[src/rtl/core/lca_pkg.sv]
// Shared types, constants and saturating helpers for the leader clustering block.
package lca_pkg;

  localparam int MAX_CLUSTERS = 64;
  localparam int IDX_W        = $clog2(MAX_CLUSTERS);
  localparam int NUM_W        = IDX_W + 1;
  localparam int CX_W         = 25;
  localparam int CY_W         = 24;
  localparam int SX_W         = 45;
  localparam int SY_W         = 44;
  localparam int PC_W         = 21;
  localparam int LIM_W        = 50;
  localparam int DX_W         = CX_W + 1;
  localparam int DY_W         = CY_W + 1;
  localparam int DIST_W       = 2 * DX_W + 1;

  localparam logic [PC_W-1:0]  MAX_POINTS  = PC_W'(1048576);
  localparam logic [LIM_W-1:0] LIMIT_RESET = LIM_W'(64'd4294967296);

  localparam logic OP_ITEM       = 1'b0;
  localparam logic OP_END        = 1'b1;
  localparam logic KIND_ASSIGN   = 1'b0;
  localparam logic KIND_REPORT   = 1'b1;
  localparam logic REG_LIMIT     = 1'b0;

  typedef struct packed {
    logic signed [CX_W-1:0] x;
    logic signed [CY_W-1:0] y;
    logic signed [SX_W-1:0] ax;
    logic signed [SY_W-1:0] ay;
    logic [PC_W-1:0]        cnt;
  } entry_t;

  typedef struct packed {
    logic             valid;
    logic [IDX_W-1:0] idx;
  } tag_t;

  function automatic logic signed [SX_W-1:0] sat_add_x(input logic signed [SX_W-1:0] a,
                                                       input logic signed [SX_W-1:0] b);
    logic signed [SX_W:0] s;
    s = {a[SX_W-1], a} + {b[SX_W-1], b};
    if (s[SX_W] != s[SX_W-1]) begin
      return s[SX_W] ? {1'b1, {(SX_W-1){1'b0}}} : {1'b0, {(SX_W-1){1'b1}}};
    end
    return s[SX_W-1:0];
  endfunction

  function automatic logic signed [SY_W-1:0] sat_add_y(input logic signed [SY_W-1:0] a,
                                                       input logic signed [SY_W-1:0] b);
    logic signed [SY_W:0] s;
    s = {a[SY_W-1], a} + {b[SY_W-1], b};
    if (s[SY_W] != s[SY_W-1]) begin
      return s[SY_W] ? {1'b1, {(SY_W-1){1'b0}}} : {1'b0, {(SY_W-1){1'b1}}};
    end
    return s[SY_W-1:0];
  endfunction

  function automatic logic [PC_W-1:0] sat_count(input logic [PC_W-1:0] a,
                                                input logic [PC_W-1:0] b);
    logic [PC_W:0] s;
    s = {1'b0, a} + {1'b0, b};
    if (s > {1'b0, MAX_POINTS}) begin
      return MAX_POINTS;
    end
    return s[PC_W-1:0];
  endfunction

endpackage

[src/rtl/core/lca_dist.sv]
// Pipelined squared-distance unit with running nearest-entry search.
module lca_dist (
  input  logic                           clk,
  input  logic                           rst,
  input  lca_pkg::tag_t                  tag,
  input  logic signed [lca_pkg::CX_W-1:0] cx,
  input  logic signed [lca_pkg::CY_W-1:0] cy,
  input  logic signed [lca_pkg::CX_W-1:0] lx,
  input  logic signed [lca_pkg::CY_W-1:0] ly,
  output logic [lca_pkg::IDX_W-1:0]      best_idx,
  output logic [lca_pkg::DIST_W-1:0]     best_d
);

  logic signed [lca_pkg::DX_W-1:0]  diff_x;
  logic signed [lca_pkg::DY_W-1:0]  diff_y;
  logic [lca_pkg::DX_W-1:0]         dx;
  logic [lca_pkg::DY_W-1:0]         dy;
  lca_pkg::tag_t                    tag1;
  logic [2*lca_pkg::DX_W-1:0]       sq_x;
  logic [2*lca_pkg::DY_W-1:0]       sq_y;
  lca_pkg::tag_t                    tag2;
  logic [lca_pkg::DIST_W-1:0]       dist_sum;

  assign diff_x   = {cx[lca_pkg::CX_W-1], cx} - {lx[lca_pkg::CX_W-1], lx};
  assign diff_y   = {cy[lca_pkg::CY_W-1], cy} - {ly[lca_pkg::CY_W-1], ly};
  assign dist_sum = {1'b0, sq_x} + lca_pkg::DIST_W'(sq_y);

  always_ff @(posedge clk) begin
    if (rst) begin
      tag1.valid <= 1'b0;
      tag2.valid <= 1'b0;
    end else begin
      tag1.valid <= tag.valid;
      tag2.valid <= tag1.valid;
    end
    tag1.idx <= tag.idx;
    tag2.idx <= tag1.idx;
    dx   <= diff_x[lca_pkg::DX_W-1] ? lca_pkg::DX_W'(-diff_x) : lca_pkg::DX_W'(diff_x);
    dy   <= diff_y[lca_pkg::DY_W-1] ? lca_pkg::DY_W'(-diff_y) : lca_pkg::DY_W'(diff_y);
    sq_x <= dx * dx;
    sq_y <= dy * dy;
    // first entry seeds the search, later ones win only when strictly nearer
    if (tag2.valid && ((tag2.idx == '0) || (dist_sum < best_d))) begin
      best_d   <= dist_sum;
      best_idx <= tag2.idx;
    end
  end

endmodule

[config.mk]
export PLATFORM = sky130hd
export DESIGN_NAME = lca_dist
export DESIGN_NICKNAME = d
export VERILOG_FILES = /design/src/rtl/core/lca_pkg.sv /design/src/rtl/core/lca_dist.sv
export SDC_FILE = /design/constraint.sdc
export NUM_CORES = 2
export LEC_CHECK = 0
export BUFFER_PORTS_ARGS = -buffer_cell sky130_fd_sc_hd__buf_2
export CORE_MARGIN = 5
export CORE_UTILIZATION = 45
export CTS_BUF_LIST = sky130_fd_sc_hd__clkbuf_8
export DETAILED_ROUTE_END_ITERATION = 8
export PLACE_DENSITY_LB_ADDON = 0.1
export SETUP_SLACK_MARGIN = 0.05
export SYNTH_ARGS = -nofsm -noshare
export SYNTH_HDL_FRONTEND = slang
export SYNTH_SLANG_ARGS = --single-unit
[constraint.sdc]
create_clock -name clk -period 11.9 [get_ports clk]
set_input_delay 1.19 -clock clk [delete_from_list [all_inputs] [get_ports clk]]
set_output_delay 1.19 -clock clk [all_outputs]
set_load 0.01 [all_outputs]
; ---- Word level (Yosys, flattened, before mapping)
; Cells that the tools add are included.
[word_totals]
regBits = 226
input_bits = 107
out_inout_bits = 59
wordCells = 25
[classes]
addsub = 5
n_mul = 2
order_cmp = 1
mux = 2
reduce_logical = 3
[op_table]
columns = op, count
row1 = $add 52x50->53, 1
row2 = $lt 53x53->1, 1
row3 = $mul 26x26->52, 1
row4 = $mul 25x25->50, 1
row5 = $neg 26->26, 1
row6 = $sub 25x25->26, 1
row7 = $mux 25, 1
row8 = $neg 25->25, 1
row9 = $sub 24x24->25, 1
row10 = $mux 24, 1
row11 = $logic_not 6->1, 1
row12 = $logic_and 1x1->1, 1
row13 = $logic_or 1x1->1, 1

; ---- Logic depth before layout (Yosys ltp)
[logic_depth]
depth_word = 4
depth_mapped = 29
depth_no_buf = 28

; ---- Worst setup path after synthesis
; No wires, ideal clock.
[synth_timing]
path_kind = flip-flop to flip-flop
startpoint = reg sq_x[5] in the netlist's numbering
endpoint = reg best_d[0] in the netlist's numbering, enable pin
setup_time_ps = 566
t_arrival_ps = 8514
required_time_ps = 11334
path_slack_ps = 2820
path_stages_with_launch = 23
n_path_buf = 0
period_less_slack_ps = 9080
cell_sequence = dfxtp_1 > ha_1 > a2111oi_0 > o21ai_0 > nand4_1 > a21oi_1 > o21ai_0 > a31oi_1 > a31o_2 > a221o_1 > a21oi_1 > xnor2_1 > ha_1 > a21o_1 > a21o_1 > a21o_1 > a21oi_1 > nor2b_1 > o21ai_0 > nand2b_1 > a221oi_1 > a21oi_1 > a21boi_0
[synth_via]
elab_chain_len = 4
[synth_lines]
columns = element, line_no
row1 = "start, declared", lca_dist.sv:19  ; logic [2*lca_pkg::DX_W-1:0] sq_x;
row2 = "start signal, assigned", lca_dist.sv:40  ; sq_x <= dx * dx;
row3 = $add 52x50->53, lca_dist.sv:26  ; assign dist_sum = {1'b0, sq_x} + lca_pkg::DIST_W'(sq_y);
row4 = net dist_sum (one bit), lca_dist.sv:22  ; logic [lca_pkg::DIST_W-1:0] dist_sum;
row5 = $lt 53x53->1, lca_dist.sv:43  ; if (tag2.valid && ((tag2.idx == '0) || (dist_sum < best_d))) begin
row6 = $logic_or 1x1->1, lca_dist.sv:43
row7 = $logic_and 1x1->1, lca_dist.sv:43
row8 = "end signal, assigned", lca_dist.sv:44  ; best_d <= dist_sum;
row9 = "end, declared", lca_dist.sv:11  ; output logic [lca_pkg::DIST_W-1:0] best_d
; The timed path passes the listed nets, and every way through them passes these cells.
; A chain may end at the register's enable or synchronous reset.

; ---- Worst setup path after layout
[layout_timing]
startpoint = reg dy[11] in the netlist's numbering
endpoint = reg sq_y[49] in the netlist's numbering
[layout_via]
elab_chain_len = 1
[layout_lines]
columns = element, line_no
row1 = "start, declared", lca_dist.sv:17  ; logic [lca_pkg::DY_W-1:0] dy;
row2 = "start signal, assigned", lca_dist.sv:39  ; dy <= diff_y[lca_pkg::DY_W-1] ? lca_pkg::DY_W'(-diff_y) : lca_pkg::DY_W'(diff_y);
row3 = $mul 25x25->50, lca_dist.sv:41  ; sq_y <= dy * dy;
row4 = "end signal, assigned", lca_dist.sv:41
row5 = "end, declared", lca_dist.sv:20  ; logic [2*lca_pkg::DY_W-1:0] sq_y;
; No other way between the ends.

==> metrics.txt <==
Critical Path RT 12470 ps; initial antenna violation count 8; via count 34500; slowest cell on the critical path o32ai_1; Worst Max-Slew Pin Slew 1430 ps; Post-CTS Resized 0; vias in the first global route roughly 37000; Post-CTS Hold Buffers 0; Hold Vio Cnt, Final 0; PortBufs ~170; r2r worst-path depth 25; Achievable Freq ~110 MHz; Post-Syn Area 0.0492 mm²; CP Max Fanout 20; Initial DRC Count 1678; min Tclk post-route 8750 ps; most common cell after layout, fill and taps aside inv_1; async set-reset flop share out of synthesis 0%; Synth cell types 82; Die Ht 340 µm; Worst R2R Setup Slack around 3100 ps; Synth Warn # 0; syn nets 6945; num rows 121; r2r endpoint sq_y[49]; Post-synth EDFFs 59; Clk pin slew, worst setup/hold paths 60 ps; Slew Viols, Final 0; postcts setup bufs 0; RR Startpoint dy[11]; Critical Path Max Stage Delay 890 ps; drt drc 0; grt ovf 0; CTS HTree Levels 2; die area 0.116 mm²; CTS sink count 224; Total Neg Setup Slack 0 ps; RSZ-0062 raised after global routing false; Syn Area/Cell 9.24 µm²; WHS Path Cells 0; register area share after synthesis 10.3%; GR Util All Layers 21.0%; Via density 4.99; Max clock buf depth 3; crit path launch dy[11]; HP Class reg2reg; clock skew 77.4 ps; Routed wire per std cell 17.1 µm; DP HPWL between 90000 and 100000 µm; final setup fails 0; status completed; CP Class reg2reg; Post-Syn Instances 5319; Layout Nets 7084; DRT Pass-1 Iters 5; max-cap violation count 0; Post-DRT Antenna Nets 0; Startpoint Class register; largest net degree at the start of global routing 60; Ports 166; GPL Wtd Cong slightly below 0.9; initial core utilization 45.2%; Clock Tree Root clkbuf_8; core area 0.109 mm²; CTS tree built; Setup crit end sq_y[49]; Data arrival, critical path 9320 ps; most frequent cells in the layout inv_1 (1505), fa_1 (979), ha_1 (540), nand2_1 (436), and2_1 (275); fin crit share between 70% and 80%; share of layout cells above drive strength 1 5.79%; chip width 340 µm; area delta synth->final 7.09%; total CTS buffers 45; ys flop type dfxtp_1; slew margin rel. between 4 and 5%; Yosys reg bits 224; first-pass GRT wire length 195000 µm; DRT Wirelength 118000 µm; Worst setup EP type register; clock latency on the worst-skew pair 700 ps
[cells by family (layout without fill, tap and decap cells)]
kind of cell    after synthesis  count (layout)  share of synthesized area [%]
buf+inv                    1613            1787                           12.3
fa+ha+maj                  1519            1519                           53.6
simple gates               1110            1110                           11.1
compound gates              616             616                           8.38
xor+xnor                    230             230                           4.10
flops                       224             224                           10.3
mux                           7               7                          0.153
other cells                   0               3                              0
[critical path, delay by kind of cell (launching register included)]
family                     cells  cell delay [ps]
AOI/OAI and AO/OA              6             2440
xor gates and xnor gates       1              120
adders and majority gates      8             3840
buffers and inverters          7              680
DFF                            1              800
and+or+nand+nor                3              760
[area by class of cell]
class                      instances  area [µm²]
clock buffer                      49         674
multi-input combinational       3482       38000
sequential                       224        5070
tap                             1414        1770
timing repair buffer             215        1200
fill                           10700       56100
antenna                            3        7.51
clock inverter                    33         283
inverter                        1490        5590
[how the worst min path moves through the flow]
stage | from | to | slack [ps]
after floorplan | tag1[0] | tag2[0] | 310
after global placement | tag1[2] | tag2[2] | 310
after detailed placement | tag1[2] | tag2[2] | 310
after CTS | tag1[2] | tag2[2] | 330
after global routing | tag1[2] | tag2[2] | 340
final | tag1[2] | tag2[2] | 330
[state kept, by name (all words and copies together) (netlist names)]
name      flops
best_idx      6
dx           26
dy           25
tag2          7
sq_y         49
tag1          7
sq_x         51
best_d       53
[Yosys cell counts (all sizes together), types with 103 or more instances]
library cell | n | area share, %
dfxtp | 165 | 6.7
clkbuf | 120 | 0.92
o21ai | 103 | 1.0
xnor2 | 155 | 2.8
nand2 | 436 | 3.3
nor2 | 170 | 1.3
inv | 1490 | 11
a21o | 133 | 2.0
fa | 979 | 40
ha | 540 | 14
and2 | 275 | 3.5
a21oi | 164 | 1.7
[per-layer routing]
metal	vias up	routed length [µm]	part of all wire (%)	GRT usage [%]
met5	-	0	0	0
met4	0	2150	1.8	3.97
met3	124	5870	5.0	3.41
met2	620	56200	48	35.2
met1	17300	53800	46	29.2
li1	16400	-	-	-
[stage by stage]
stage	utilization [%]	hold WS, ps	setup slack, ps	instances	cell area [µm²]
3_5_place_dp	47.5	314	3210	6825	51700
6_report	48.4	325	3150	6910	52600
4_1_cts	48.4	328	3180	6907	52600
2_1_floorplan	-	310	2820	5319	49200
3_3_place_gp	47.5	310	3270	6825	51700
5_1_grt	48.4	337	2590	6909	52600
Power is not shown: default switching activity piles up to over one toggle a cycle in this logic, so the estimate is an artifact.
