$ cat config.mk
export PLATFORM = sky130hd
export DESIGN_NAME = lca_div
export DESIGN_NICKNAME = d
export VERILOG_FILES = /design/src/rtl/core/lca_pkg.sv /design/src/rtl/core/lca_div.sv
export SDC_FILE = /design/constraint.sdc
export NUM_CORES = 1
export LEC_CHECK = 0
export BUFFER_PORTS_ARGS = -buffer_cell sky130_fd_sc_hd__buf_4
export CAP_MARGIN = 20
export CORE_ASPECT_RATIO = 1.2
export CORE_MARGIN = 3
export CORE_UTILIZATION = 35
export DETAILED_ROUTE_END_ITERATION = 16
export GPL_TIMING_DRIVEN = 0
export PLACE_DENSITY_LB_ADDON = 0.25
export SKIP_CTS_REPAIR_TIMING = 1
export SLEW_MARGIN = 20
export SYNTH_ARGS = -nofsm -noshare
export SYNTH_HDL_FRONTEND = slang
export SYNTH_SLANG_ARGS = --single-unit
$ cat constraint.sdc
create_clock -name clk -period 4.25 [get_ports clk]
set_input_delay 1.275 -clock clk [delete_from_list [all_inputs] [get_ports clk]]
set_output_delay 1.275 -clock clk [all_outputs]
set_load 0.01 [all_outputs]
$ cat src/rtl/core/lca_pkg.sv
// Shared types, constants and saturating helpers for the leader clustering block.
package lca_pkg;

  localparam int MAX_CLUSTERS = 64;
  localparam int IDX_W        = $clog2(MAX_CLUSTERS);
  localparam int NUM_W        = IDX_W + 1;
  localparam int CX_W         = 25;
  localparam int CY_W         = 24;
  localparam int SX_W         = 45;
  localparam int SY_W         = 44;
  localparam int PC_W         = 21;
  localparam int LIM_W        = 50;
  localparam int DX_W         = CX_W + 1;
  localparam int DY_W         = CY_W + 1;
  localparam int DIST_W       = 2 * DX_W + 1;

  localparam logic [PC_W-1:0]  MAX_POINTS  = PC_W'(1048576);
  localparam logic [LIM_W-1:0] LIMIT_RESET = LIM_W'(64'd4294967296);

  localparam logic OP_ITEM       = 1'b0;
  localparam logic OP_END        = 1'b1;
  localparam logic KIND_ASSIGN   = 1'b0;
  localparam logic KIND_REPORT   = 1'b1;
  localparam logic REG_LIMIT     = 1'b0;

  typedef struct packed {
    logic signed [CX_W-1:0] x;
    logic signed [CY_W-1:0] y;
    logic signed [SX_W-1:0] ax;
    logic signed [SY_W-1:0] ay;
    logic [PC_W-1:0]        cnt;
  } entry_t;

  typedef struct packed {
    logic             valid;
    logic [IDX_W-1:0] idx;
  } tag_t;

  function automatic logic signed [SX_W-1:0] sat_add_x(input logic signed [SX_W-1:0] a,
                                                       input logic signed [SX_W-1:0] b);
    logic signed [SX_W:0] s;
    s = {a[SX_W-1], a} + {b[SX_W-1], b};
    if (s[SX_W] != s[SX_W-1]) begin
      return s[SX_W] ? {1'b1, {(SX_W-1){1'b0}}} : {1'b0, {(SX_W-1){1'b1}}};
    end
    return s[SX_W-1:0];
  endfunction

  function automatic logic signed [SY_W-1:0] sat_add_y(input logic signed [SY_W-1:0] a,
                                                       input logic signed [SY_W-1:0] b);
    logic signed [SY_W:0] s;
    s = {a[SY_W-1], a} + {b[SY_W-1], b};
    if (s[SY_W] != s[SY_W-1]) begin
      return s[SY_W] ? {1'b1, {(SY_W-1){1'b0}}} : {1'b0, {(SY_W-1){1'b1}}};
    end
    return s[SY_W-1:0];
  endfunction

  function automatic logic [PC_W-1:0] sat_count(input logic [PC_W-1:0] a,
                                                input logic [PC_W-1:0] b);
    logic [PC_W:0] s;
    s = {1'b0, a} + {1'b0, b};
    if (s > {1'b0, MAX_POINTS}) begin
      return MAX_POINTS;
    end
    return s[PC_W-1:0];
  endfunction

endpackage

$ cat src/rtl/core/lca_div.sv
// Bit-serial restoring divider: signed dividend by unsigned count, truncating.
module lca_div (
  input  logic                            clk,
  input  logic                            rst,
  input  logic                            start,
  input  logic signed [lca_pkg::SX_W-1:0] dividend,
  input  logic [lca_pkg::PC_W-1:0]        divisor,
  output logic                            done,
  output logic                            neg,
  output logic [lca_pkg::SX_W-1:0]        quot
);

  localparam int STEP_W = $clog2(lca_pkg::SX_W);

  logic                       busy;
  logic [STEP_W-1:0]          step;
  logic [lca_pkg::PC_W-1:0]   rem;
  logic [lca_pkg::PC_W-1:0]   dvs;
  logic [lca_pkg::PC_W:0]     trial;
  logic                       ge;

  assign trial = {rem, quot[lca_pkg::SX_W-1]};
  assign ge    = trial >= {1'b0, dvs};

  always_ff @(posedge clk) begin
    if (rst) begin
      busy <= 1'b0;
      done <= 1'b0;
    end else begin
      done <= 1'b0;
      if (start) begin
        busy <= 1'b1;
      end else if (busy && (step == STEP_W'(lca_pkg::SX_W - 1))) begin
        busy <= 1'b0;
        done <= 1'b1;
      end
    end
    if (start) begin
      neg  <= dividend[lca_pkg::SX_W-1];
      quot <= dividend[lca_pkg::SX_W-1] ? lca_pkg::SX_W'(-dividend)
                                        : lca_pkg::SX_W'(dividend);
      dvs  <= divisor;
      rem  <= '0;
      step <= '0;
    end else if (busy) begin
      rem  <= ge ? lca_pkg::PC_W'(trial - {1'b0, dvs}) : trial[lca_pkg::PC_W-1:0];
      quot <= {quot[lca_pkg::SX_W-2:0], ge};
      step <= step + 1'b1;
    end
  end

endmodule

==> After elaboration in Yosys (flattened, before gate mapping) <==
Index checks and enable logic that the tools add are counted.
{ "totals": {"register_bits": 96, "latchBits": 0, "mem_bits_rw": 0, "romBits": 0, "word_cells": 23, "memories": 0} }
{ "op_classes": {"addsub": 3, "multipliers": 0, "div_mod_pow": 0, "n_lt_le_gt_ge": 1, "n_eq_ne": 1, "shift": 0, "mux": 7, "n_bitwise": 0, "n_reduce_logical": 4} }
{ "ops": {"columns": ["cell", "n"], "rows": [
  ["$mux 45", 3],
  ["$neg 45->45", 1],
  ["$ge 22x21->1", 1],
  ["$mux 21", 1],
  ["$sub 21x21->21", 1],
  ["$add 6x1->6 const B", 1],
  ["$eq 6x6->1 const B", 1],
  ["$reduce_bool 2->1", 2],
  ["$mux 1", 3],
  ["$reduce_or 2->1", 1],
  ["$logic_and 1x1->1", 1]
]} }

==> Logic depth before layout (Yosys ltp) <==
Gate-level depths: netlist of run 1.
{ "depth": {"ltp_word": 4, "mapped_depth": 14, "depth_no_buf": 12} }

==> Worst setup path before layout of run 1 <==
OpenSTA, ideal clock, no wires.
{ "synth_timing": {"path_type": "input-to-reg", "from": "in dividend[29] (netlist bit)", "to": "reg quot[42] (netlist bit), data pin", "setup_ps": 270, "arrival_time_ps": 3550, "required_ps": 3980, "slack_ps": 430, "path_stages": 8, "path_buffers": 0, "path_cell_list": "or4_4 -> nor4_4 -> or4b_1 -> or2_1 -> or3_4 -> o41ai_2 -> xor2_1 -> a21oi_1"} }
{ "synth_between": {"elab_chain_cells": 3} }
{ "synth_lines": {"columns": ["element", "line", "rtl"], "rows": [
  ["start, declared", "lca_div.sv:6", "input logic signed [lca_pkg::SX_W-1:0] dividend,"],
  ["$neg 45->45", "lca_div.sv:40", "quot <= dividend[lca_pkg::SX_W-1] ? lca_pkg::SX_W'(-dividend)"],
  ["$mux 45", "lca_div.sv:40", null],
  ["$mux 45", "lca_div.sv:38", "if (start) begin"],
  ["end signal, assigned", "lca_div.sv:40", null],
  ["end signal, assigned", "lca_div.sv:47", "quot <= {quot[lca_pkg::SX_W-2:0], ge};"],
  ["end, declared", "lca_div.sv:10", "output logic [lca_pkg::SX_W-1:0] quot"]
]} }
No other way between the ends.
A chain may end at the register's enable or synchronous reset.

==> Worst setup path in the final report of run 1 <==
{ "layout_timing": {"from": "in dividend[5] (netlist bit)", "to": "reg quot[42] (netlist bit), data pin"} }
The elaborated chain is that of the path after synthesis.

==> results.sh, run 1 <==
export IMPL_grt_max_degree=34
export IMPL_wirelength_mm=15.4
export IMPL_slowest_delay_ps=470
export IMPL_arrival_ps=4020
export IMPL_dr_first_iter_drc_count=250
export IMPL_drv_slew=0
export IMPL_crit_family="simple AND/OR/NAND/NOR gates"
export IMPL_placed_cell_area_sq_um=6760
export IMPL_htree_levels=3
export IMPL_dp_slack_ps=-96.3
export IMPL_antenna_found_initial=0
export IMPL_track_usage=0.178
export IMPL_num_io_pins=116
export IMPL_finalHoldViolations=0
export IMPL_syn_to_final_growth_pct=25.2
export IMPL_grt_pass1_vias=4998
export IMPL_dp_hpwl_mm=11.5
export IMPL_grt_overflow_total=0
export IMPL_worst_pin_slew_ps=907
export IMPL_num_rows=50
export IMPL_cts_tree="yes"
export IMPL_dp_cells=919
export IMPL_post_route_min_period_ps=3930
export IMPL_cp_slowest_cell="nor4_1"
export IMPL_max_slew_margin=0.393
export IMPL_yosysTopAreaCell="edfxtp_1"
export IMPL_diodes=0
export IMPL_clkTransAtPathRegs_ps=80
export IMPL_postSynthCellCount=595
export IMPL_fin_crit_sh=0.924
export IMPL_whs_ps=482
export IMPL_synth_top_area_frac=0.358
export IMPL_fin_ws_ps=323
export IMPL_powerDensity_nw_per_um2=356
export IMPL_finish_utilization=0.449
export IMPL_fin_area_sq_um=7030
export IMPL_synth_edf_count=67
export IMPL_postSynthNetCount=689
export IMPL_wl_per_cell_um=16.5
export IMPL_vdd_ir_drop_max_uv=219
export IMPL_synth_area_sq_um=5610
export IMPL_post_drt_via_cell_ratio=5.20
export IMPL_synth_avg_cell_area_sq_um=9.44
export IMPL_drt_first_pass_iters=5
export IMPL_ys_top_cells_by_area="edfxtp_1, dfxtp_1, xor2_1"
export IMPL_drive_gt1_frac=0.193
export IMPL_cp_num_buf_inv=2
export IMPL_instances_no_fill=934
export IMPL_status="finished, final reports clean"
export IMPL_maxCapViolCount=0
export IMPL_yosys_cell_types_count=54
export IMPL_gp_congestion=0.904
export IMPL_clk_path_buf_depth=2
export IMPL_ys_warn_count=0
export IMPL_num_vias=4856
export IMPL_path_max_fanout=8
export IMPL_crit_chain="buf_4 > nor4_1 > nand4_1 > or3_1 > or3_1 > clkbuf_1 > or3_4 > o41ai_2 > xor2_1 > a21oi_1"
export IMPL_max_freq_ghz=0.255
export IMPL_worst_path_most_repeated_cell="or3_1"
export IMPL_setup_viol=0
export IMPL_grt_pass1_wl_mm=24.7
export IMPL_clk_latency_ps=360
export IMPL_synthArstFlopShare=0
export IMPL_ant_nets=0
export IMPL_initial_core_util=0.359
export IMPL_nNetsFinal=816
export IMPL_ys_ff_latch=96
export IMPL_io_buffers=115
export IMPL_cts_made_buffers=9
export IMPL_finalClockSkew_ps=14.5
export IMPL_hp_class="register to register"
export IMPL_grt_setup_unrepaired="false"
export IMPL_core_area_sq_um=15600
export IMPL_ys_flop_type="edfxtp_1"
export IMPL_die_w_um=122
export IMPL_p_leak_uw=0.00284
export IMPL_end_kind="register"
export IMPL_ys_seq_area_frac=0.462
export IMPL_cts_sinks=96
export IMPL_crit_type="input pin to register"
export IMPL_cp_start_kind="input pin"
export IMPL_die_h_um=145
export IMPL_required_ps=4340
export IMPL_dieArea_sq_um=17600
export IMPL_drc=0
export IMPL_clockRootBuffer="clkbuf_16"
==> power by group <==
| group | switching [uW] | internal, uW | leakage (uW) |
|---|---|---|---|
| Sequential | 52.4 | 1100 | 0.000894 |
| Combinational | 321 | 253 | 0.00182 |
| Clock | 378 | 396 | 0.000126 |
==> flip-flops by register name, indices dropped and copies added (netlist names) <==
name / count
busy: 1
done: 1
dvs: 21
neg: 1
quot: 45
rem: 21
step: 6
==> final timing paths <==
path / startpoint / to / slack [ps] / cells after the start
setup / recovery: dividend[5] / quot[42] / 320 / 10
hold reg to reg: rem[1] / rem[1] / 480 / 2
setup reg to reg: quot[44] / rem[15] / 420 / 14
hold / removal: rem[1] / rem[1] / 480 / 2
==> tightest hold or removal path, cell delays in order (launching register included) <==
cell,delay [ps]
dfxtp_1,320
nand2_1,50
o21ai_0,60
==> layout by cell type (no fill, tap or decap), drive strengths merged, types with 5 or more instances in the layout <==
cell / count
nor2: 70
dfxtp: 29
clkbuf: 32
a21o: 6
or3: 8
inv: 37
nor2b: 5
nand4: 7
buf: 119
ha: 24
nor4: 8
a311oi: 7
a21oi: 65
mux2i: 7
edfxtp: 67
xor2: 47
nand3: 8
xnor2: 14
nand2: 53
o41ai: 5
o21bai: 7
o31ai: 13
a211oi: 6
o21ai: 32
a31oi: 5
==> area by class of cell <==
type / count / area, sq um
Clock buffer: 9 / 225
Tap cell: 208 / 260
Fill cell: 1537 / 8610
Timing Repair Buffer: 116 / 883
Sequential cell: 96 / 2590
Buffer: 26 / 98.8
Multi-Input combinational cell: 437 / 2790
Inverter: 36 / 135
Clock inverter: 6 / 45.0
==> cells by family after synthesis <==
kind of cell	Yosys count	synth area share
AND/OR/NAND/NOR	181	0.151
AO/OA/AOI/OAI	162	0.179
flip-flops	96	0.462
buffers and inverters	62	0.0415
XOR/XNOR	61	0.0952
adder cells (fa/ha/maj)	25	0.0571
multiplexers	8	0.0145
==> Yosys cell counts (all sizes together), types with 13 or more instances <==
master and number:
o31ai 13, a21oi 65, nor2 70, dfxtp 29, o21ai 32, nand2 53
ha 24, edfxtp 67, xnor2 14, inv 36, xor2 47, clkbuf 23
==> routing by layer <==
layer / vias to the layer above / wire (um) / GRT usage
met3: 13 / 1150 / 0.0548
li1: 2392 / - / -
met5: - / 0 / 0
met1: 2316 / 6300 / 0.200
met4: 0 / 218 / 0.0696
met2: 135 / 7740 / 0.316
==> stage by stage <==
step                      TNS (ps)  power (uW)
final                            0        2500
after global routing             0        2620
after CTS                        0        2520
after detailed placement      -118        1750
after global placement           0        1730
after floorplan                  0        1490
Note: power is estimated with default switching activity, not from simulation.
==> run 2, diff against run 1 <==
--- a/config.mk
+++ b/config.mk
@@ -8,7 +8,7 @@
 export BUFFER_PORTS_ARGS = -buffer_cell sky130_fd_sc_hd__buf_4
 export CAP_MARGIN = 20
 export CORE_ASPECT_RATIO = 1.2
-export CORE_MARGIN = 3
+export CORE_MARGIN = 10
 export CORE_UTILIZATION = 35
 export DETAILED_ROUTE_END_ITERATION = 16
 export GPL_TIMING_DRIVEN = 0
==> run 2 against run 1 <==
Net effect:
- power is 1.8% higher
- first-iteration DRC count is 16% higher
- sequential cell count stayed put
- wire length is 3.4% higher
- hold slack better by 0.81 ps
- clock skew is 4.6 ps lower
- maximum frequency is 0.18% higher
- utilization hardly changed
- largest power group unchanged
==> results.sh, run 2 (synthesis gave the netlist of run 1 again) <==
export IMPL_startpoint="dividend[5]"
export IMPL_total_power_uw=2550
export IMPL_num_vias=4820
export IMPL_finalHoldViolations=0
export IMPL_whs_ps=483
export IMPL_cts_sinks=96
export IMPL_timing_rr_start="quot[44]"
export IMPL_pwr_share_clk=0.323
export IMPL_fin_crit_sh=0.922
export IMPL_vdd_ir_drop_max_uv=190
export IMPL_crit_chain="buf_4 > nor4_1 > nand4_1 > or3_1 > or3_1 > clkbuf_1 > or3_4 > o41ai_2 > xor2_1 > a21oi_1"
export IMPL_io_buffers=115
export IMPL_largest_reg_flops=45
export IMPL_cts_made_buffers=9
export IMPL_final_cell_mix="buf_4, nor2_1, edfxtp_1"
export IMPL_worst_pin_slew_ps=958
export IMPL_powerDensity_nw_per_um2=361
export IMPL_grt_busiest_layer="met2"
export IMPL_fin_area_sq_um=7060
export IMPL_dieArea_sq_um=21500
export IMPL_final_common_cell="buf_4"
export IMPL_grt_max_degree=33
export IMPL_r2r_slack_ps=360
export IMPL_nFillCells=1531
export IMPL_crit_type="input pin to register"
export IMPL_slowest_delay_ps=470
export IMPL_grt_setup_unrepaired="false"
export IMPL_drv_slew=0
export IMPL_top_regs="quot x45, dvs x21, rem x21"
export IMPL_finalClockSkew_ps=9.89
export IMPL_antenna_found_initial=0
export IMPL_cts_tree="yes"
export IMPL_dr_first_iter_drc_count=289
export IMPL_arrival_ps=4020
export IMPL_hp_class="register to register"
export IMPL_hold_start="rem[2]"
export IMPL_grt_pass1_wl_mm=25.7
export IMPL_core_area_sq_um=15700
export IMPL_worst_path_most_repeated_cell="or3_1"
export IMPL_end_kind="register"
export IMPL_max_slew_margin=0.359
export IMPL_maxCapViolCount=0
export IMPL_regMostFlops="quot"
export IMPL_post_route_min_period_ps=3920
export IMPL_wl_per_cell_um=17.0
export IMPL_use_met1=0.167
export IMPL_power_switching_uw=754
export IMPL_grtUsageMet2=0.244
export IMPL_r2r_cells=14
export IMPL_drive_gt1_frac=0.194
export IMPL_path_max_fanout=8
export IMPL_p_leak_uw=0.00286
export IMPL_diodes=0
export IMPL_required_ps=4350
export IMPL_die_h_um=159
export IMPL_dp_hpwl_mm=12.3
export IMPL_clk_path_buf_depth=2
export IMPL_comb_power_share=0.224
export IMPL_clk_latency_ps=360
export IMPL_post_drt_via_cell_ratio=5.16
export IMPL_wirelength_mm=15.9
export IMPL_clkTransAtPathRegs_ps=70
export IMPL_initial_core_util=0.358
export IMPL_placed_cell_area_sq_um=6760
export IMPL_grt_overflow_total=0
export IMPL_pwr_share_seq=0.453
export IMPL_clockRootBuffer="clkbuf_16"
export IMPL_track_usage=0.147
export IMPL_intPower_uw=1790
export IMPL_max_freq_ghz=0.255
export IMPL_swShare=0.296
export IMPL_syn_to_final_growth_pct=25.7
export IMPL_ant_nets=0
export IMPL_cp_start_kind="input pin"
export IMPL_num_rows=50
export IMPL_cp_slowest_cell="nor4_1"
export IMPL_status="finished, final reports clean"
export IMPL_die_w_um=136
export IMPL_gp_congestion=0.874
export IMPL_nNetsFinal=816
export IMPL_tns_ps=0
export IMPL_drt_first_pass_iters=5
export IMPL_grt_pass1_vias=5125
export IMPL_setup_viol=0
export IMPL_htree_levels=3
export IMPL_drc=0
export IMPL_hold_path_cell_count=2
export IMPL_num_io_pins=116
export IMPL_use_met3=0.0508
==> run 2: cell types whose count changed in the layout (fill, tap and decap cells not counted) <==
cell	delta
clkbuf_8	+2
clkinvlp_4	-2
clkbuf_1	+1
clkbuf_2	-1
clkinv_1	-1
inv_6	+1
inv_8	+1
==> run 2: final timing paths <==
check,end
max,quot[42]
min reg2reg,rem[2]
max reg2reg,rem[11]
min,rem[2]
==> run 2: power groups by stage <==
stage	logic [uW]	registers [uW]	clock network, uW
4_1_cts	577	1150	847
2_1_floorplan	308	1190	0
6_report	572	1150	823
3_5_place_dp	574	1170	0
3_3_place_gp	561	1170	0
5_1_grt	633	1160	885
==> run 2: worst max-delay path, delay by kind of cell <==
kind | cells | cell delay (ps)
AO/OA/AOI/OAI | 2 | 310
AND/OR/NAND/NOR | 5 | 1920
buffers and inverters | 2 | 320
XOR/XNOR | 1 | 170
==> run 2: cell type report <==
cell class,count,area (sq um),share of cell area
Clock inverter,5,46.3,0.00656
Sequential cell,96,2590,0.367
Tap cell,208,260,0.0369
Timing Repair Buffer,116,883,0.125
Inverter,36,135,0.0191
Multi-Input combinational cell,437,2790,0.395
Clock buffer,11,253,0.0358
Buffer,26,97.6,0.0138
==> run 2: layer usage <==
| metal | part of all wire | routed length (um) |
|---|---|---|
| met1 | 0.42 | 6620 |
| met2 | 0.50 | 7900 |
| met3 | 0.071 | 1130 |
| met4 | 0.017 | 270 |
| met5 | 0 | 0 |
==> run 2: through the flow <==
stage                     setup slack [ps]   util  instances
after floorplan                        430      -        595
after global placement               -90.4  0.429        918
after detailed placement             -74.3  0.430        919
after CTS                              303  0.449        935
after global routing                   104  0.449        935
final                                  330  0.449        935
==> run 3, diff against run 2 <==
--- a/config.mk
+++ b/config.mk
@@ -9,7 +9,7 @@
 export CAP_MARGIN = 20
 export CORE_ASPECT_RATIO = 1.2
 export CORE_MARGIN = 10
-export CORE_UTILIZATION = 35
+export CORE_UTILIZATION = 56
 export DETAILED_ROUTE_END_ITERATION = 16
 export GPL_TIMING_DRIVEN = 0
 export PLACE_DENSITY_LB_ADDON = 0.25
==> run 3 against run 2 <==
Net effect:
- register-to-register slack about the same
- clock skew decreased by 2.2 ps
- power increased by 2.3%
- sequential share of layout area increased by 0.42 points
- utilization increased by 25 points
==> results.sh, run 3 (synthesis gave the netlist of run 1 again) <==
export IMPL_drt_first_pass_iters=5
export IMPL_dieArea_sq_um=14400
export IMPL_finalHoldViolations=0
export IMPL_initial_core_util=0.567
export IMPL_grt_pass1_wl_mm=24.7
export IMPL_fin_area_sq_um=6980
export IMPL_num_rows=40
export IMPL_instances_no_fill=853
export IMPL_wirelength_mm=15.2
export IMPL_worst_pin_slew_ps=841
export IMPL_max_freq_ghz=0.256
export IMPL_dp_hpwl_mm=11.5
export IMPL_crit_type="register to register"
export IMPL_hp_class="register to register"
export IMPL_status="finished, final reports clean"
export IMPL_die_w_um=111
export IMPL_required_ps=4490
export IMPL_ant_nets=0
export IMPL_drc=0
export IMPL_maxCapViolCount=0
export IMPL_grt_pass1_vias=5176
export IMPL_track_usage=0.207
export IMPL_powerDensity_nw_per_um2=374
export IMPL_max_slew_margin=0.437
export IMPL_nNetsFinal=816
export IMPL_cp_slowest_cell="clkbuf_1"
export IMPL_drv_slew=0
export IMPL_path_max_fanout=10
export IMPL_cp_num_buf_inv=4
export IMPL_gp_congestion=0.950
export IMPL_crit_family="compound AO/OA/AOI/OAI gates"
export IMPL_top_regs="quot x45, dvs x21, rem x21"
export IMPL_wl_per_cell_um=17.8
export IMPL_io_buffers=115
export IMPL_drive_gt1_frac=0.193
export IMPL_cts_sinks=96
export IMPL_setup_viol=0
export IMPL_grt_overflow_total=0
export IMPL_die_h_um=130
export IMPL_arrival_ps=4150
export IMPL_post_route_min_period_ps=3900
export IMPL_vdd_ir_drop_max_uv=332
export IMPL_fin_crit_sh=0.918
export IMPL_finish_utilization=0.704
export IMPL_cp_start_kind="register"
export IMPL_crit_chain="inv_1 > ha_1 > inv_1 > fa_1 > a21oi_1 > o21bai_1 > a31oi_1 > a31oi_1 > o21ai_1 > and2_1 > clkbuf_1 > clkbuf_1 > nand2_1 > a311oi_1"
export IMPL_finalClockSkew_ps=7.73
export IMPL_num_io_pins=116
export IMPL_cts_made_buffers=9
export IMPL_p_leak_uw=0.00287
export IMPL_placed_cell_area_sq_um=6660
export IMPL_diodes=0
export IMPL_post_drt_via_cell_ratio=5.74
export IMPL_regMostFlops="quot"
export IMPL_dp_cells=837
export IMPL_cts_tree="yes"
export IMPL_final_cell_mix="buf_4, nor2_1, edfxtp_1"
export IMPL_clockRootBuffer="clkbuf_16"
export IMPL_tns_ps=0
export IMPL_dr_first_iter_drc_count=226
export IMPL_htree_levels=3
export IMPL_clk_path_buf_depth=2
export IMPL_slowest_delay_ps=490
export IMPL_final_common_cell="buf_4"
export IMPL_grt_setup_unrepaired="false"
export IMPL_num_vias=4892
export IMPL_antenna_found_initial=0
export IMPL_clk_latency_ps=340
export IMPL_clkTransAtPathRegs_ps=70
export IMPL_largest_reg_flops=45
export IMPL_core_area_sq_um=9910
export IMPL_grt_max_degree=29
export IMPL_syn_to_final_growth_pct=24.3
export IMPL_end_kind="register"
export IMPL_r2r_slack_ps=350
## run 3: cell types whose count changed in the layout (fill, tap and decap cells not counted)
cell / change
clkbuf_1: +1
bufinv_16: +2
inv_8: -1
inv_6: -1
clkinv_2: +2
clkbuf_8: -1
clkinv_4: -2
## run 3: path summary, 6_finish.rpt
check | from | depth (start not counted) | end
worst max-delay path | quot[44] | 14 | rem[15]
worst min-delay path | rem[3] | 2 | rem[3]
worst max register to register | quot[44] | 14 | rem[15]
worst min register to register | rem[3] | 2 | rem[3]
## run 3: report_power, final
part,switching (uW),internal [uW],leakage [uW]
Clock,348,532,0.000160
Sequential,53.6,1100,0.000894
Combinational,318,253,0.00182
## run 3: per-stage QoR
| step | setup WS (ps) | total power [uW] | hold slack, ps |
|---|---|---|---|
| after floorplan | 430 | 1490 | 451 |
| after global placement | 72.5 | 1720 | 466 |
| after detailed placement | 26.3 | 1740 | 483 |
| after CTS | 375 | 2620 | 492 |
| after global routing | 67.7 | 2720 | 523 |
| final | 348 | 2610 | 484 |
## run 3: final cells by class
class	instances	area, sq um
inverters	36	135
repair buffers	116	883
clock buffers	11	243
multi-input cells	437	2790
plain buffers	26	97.6
flip-flops and latches	96	2590
well taps	126	158
fillers	768	2930
clock inverters	5	78.8
## run 3: layer usage
metal	GRT usage	part of all wire
met5	0	0
met4	0.0848	0.022
met3	0.0721	0.081
met2	0.365	0.51
met1	0.222	0.38
## run 3: worst register-to-register path, cell delays in order, from the launching register on
cell	delay (ps)
edfxtp_1	440
inv_1	80
ha_1	160
inv_1	50
fa_1	410
a21oi_1	230
o21bai_1	160
a31oi_1	260
a31oi_1	230
o21ai_1	390
and2_1	180
clkbuf_1	340
clkbuf_1	490
nand2_1	120
a311oi_1	280
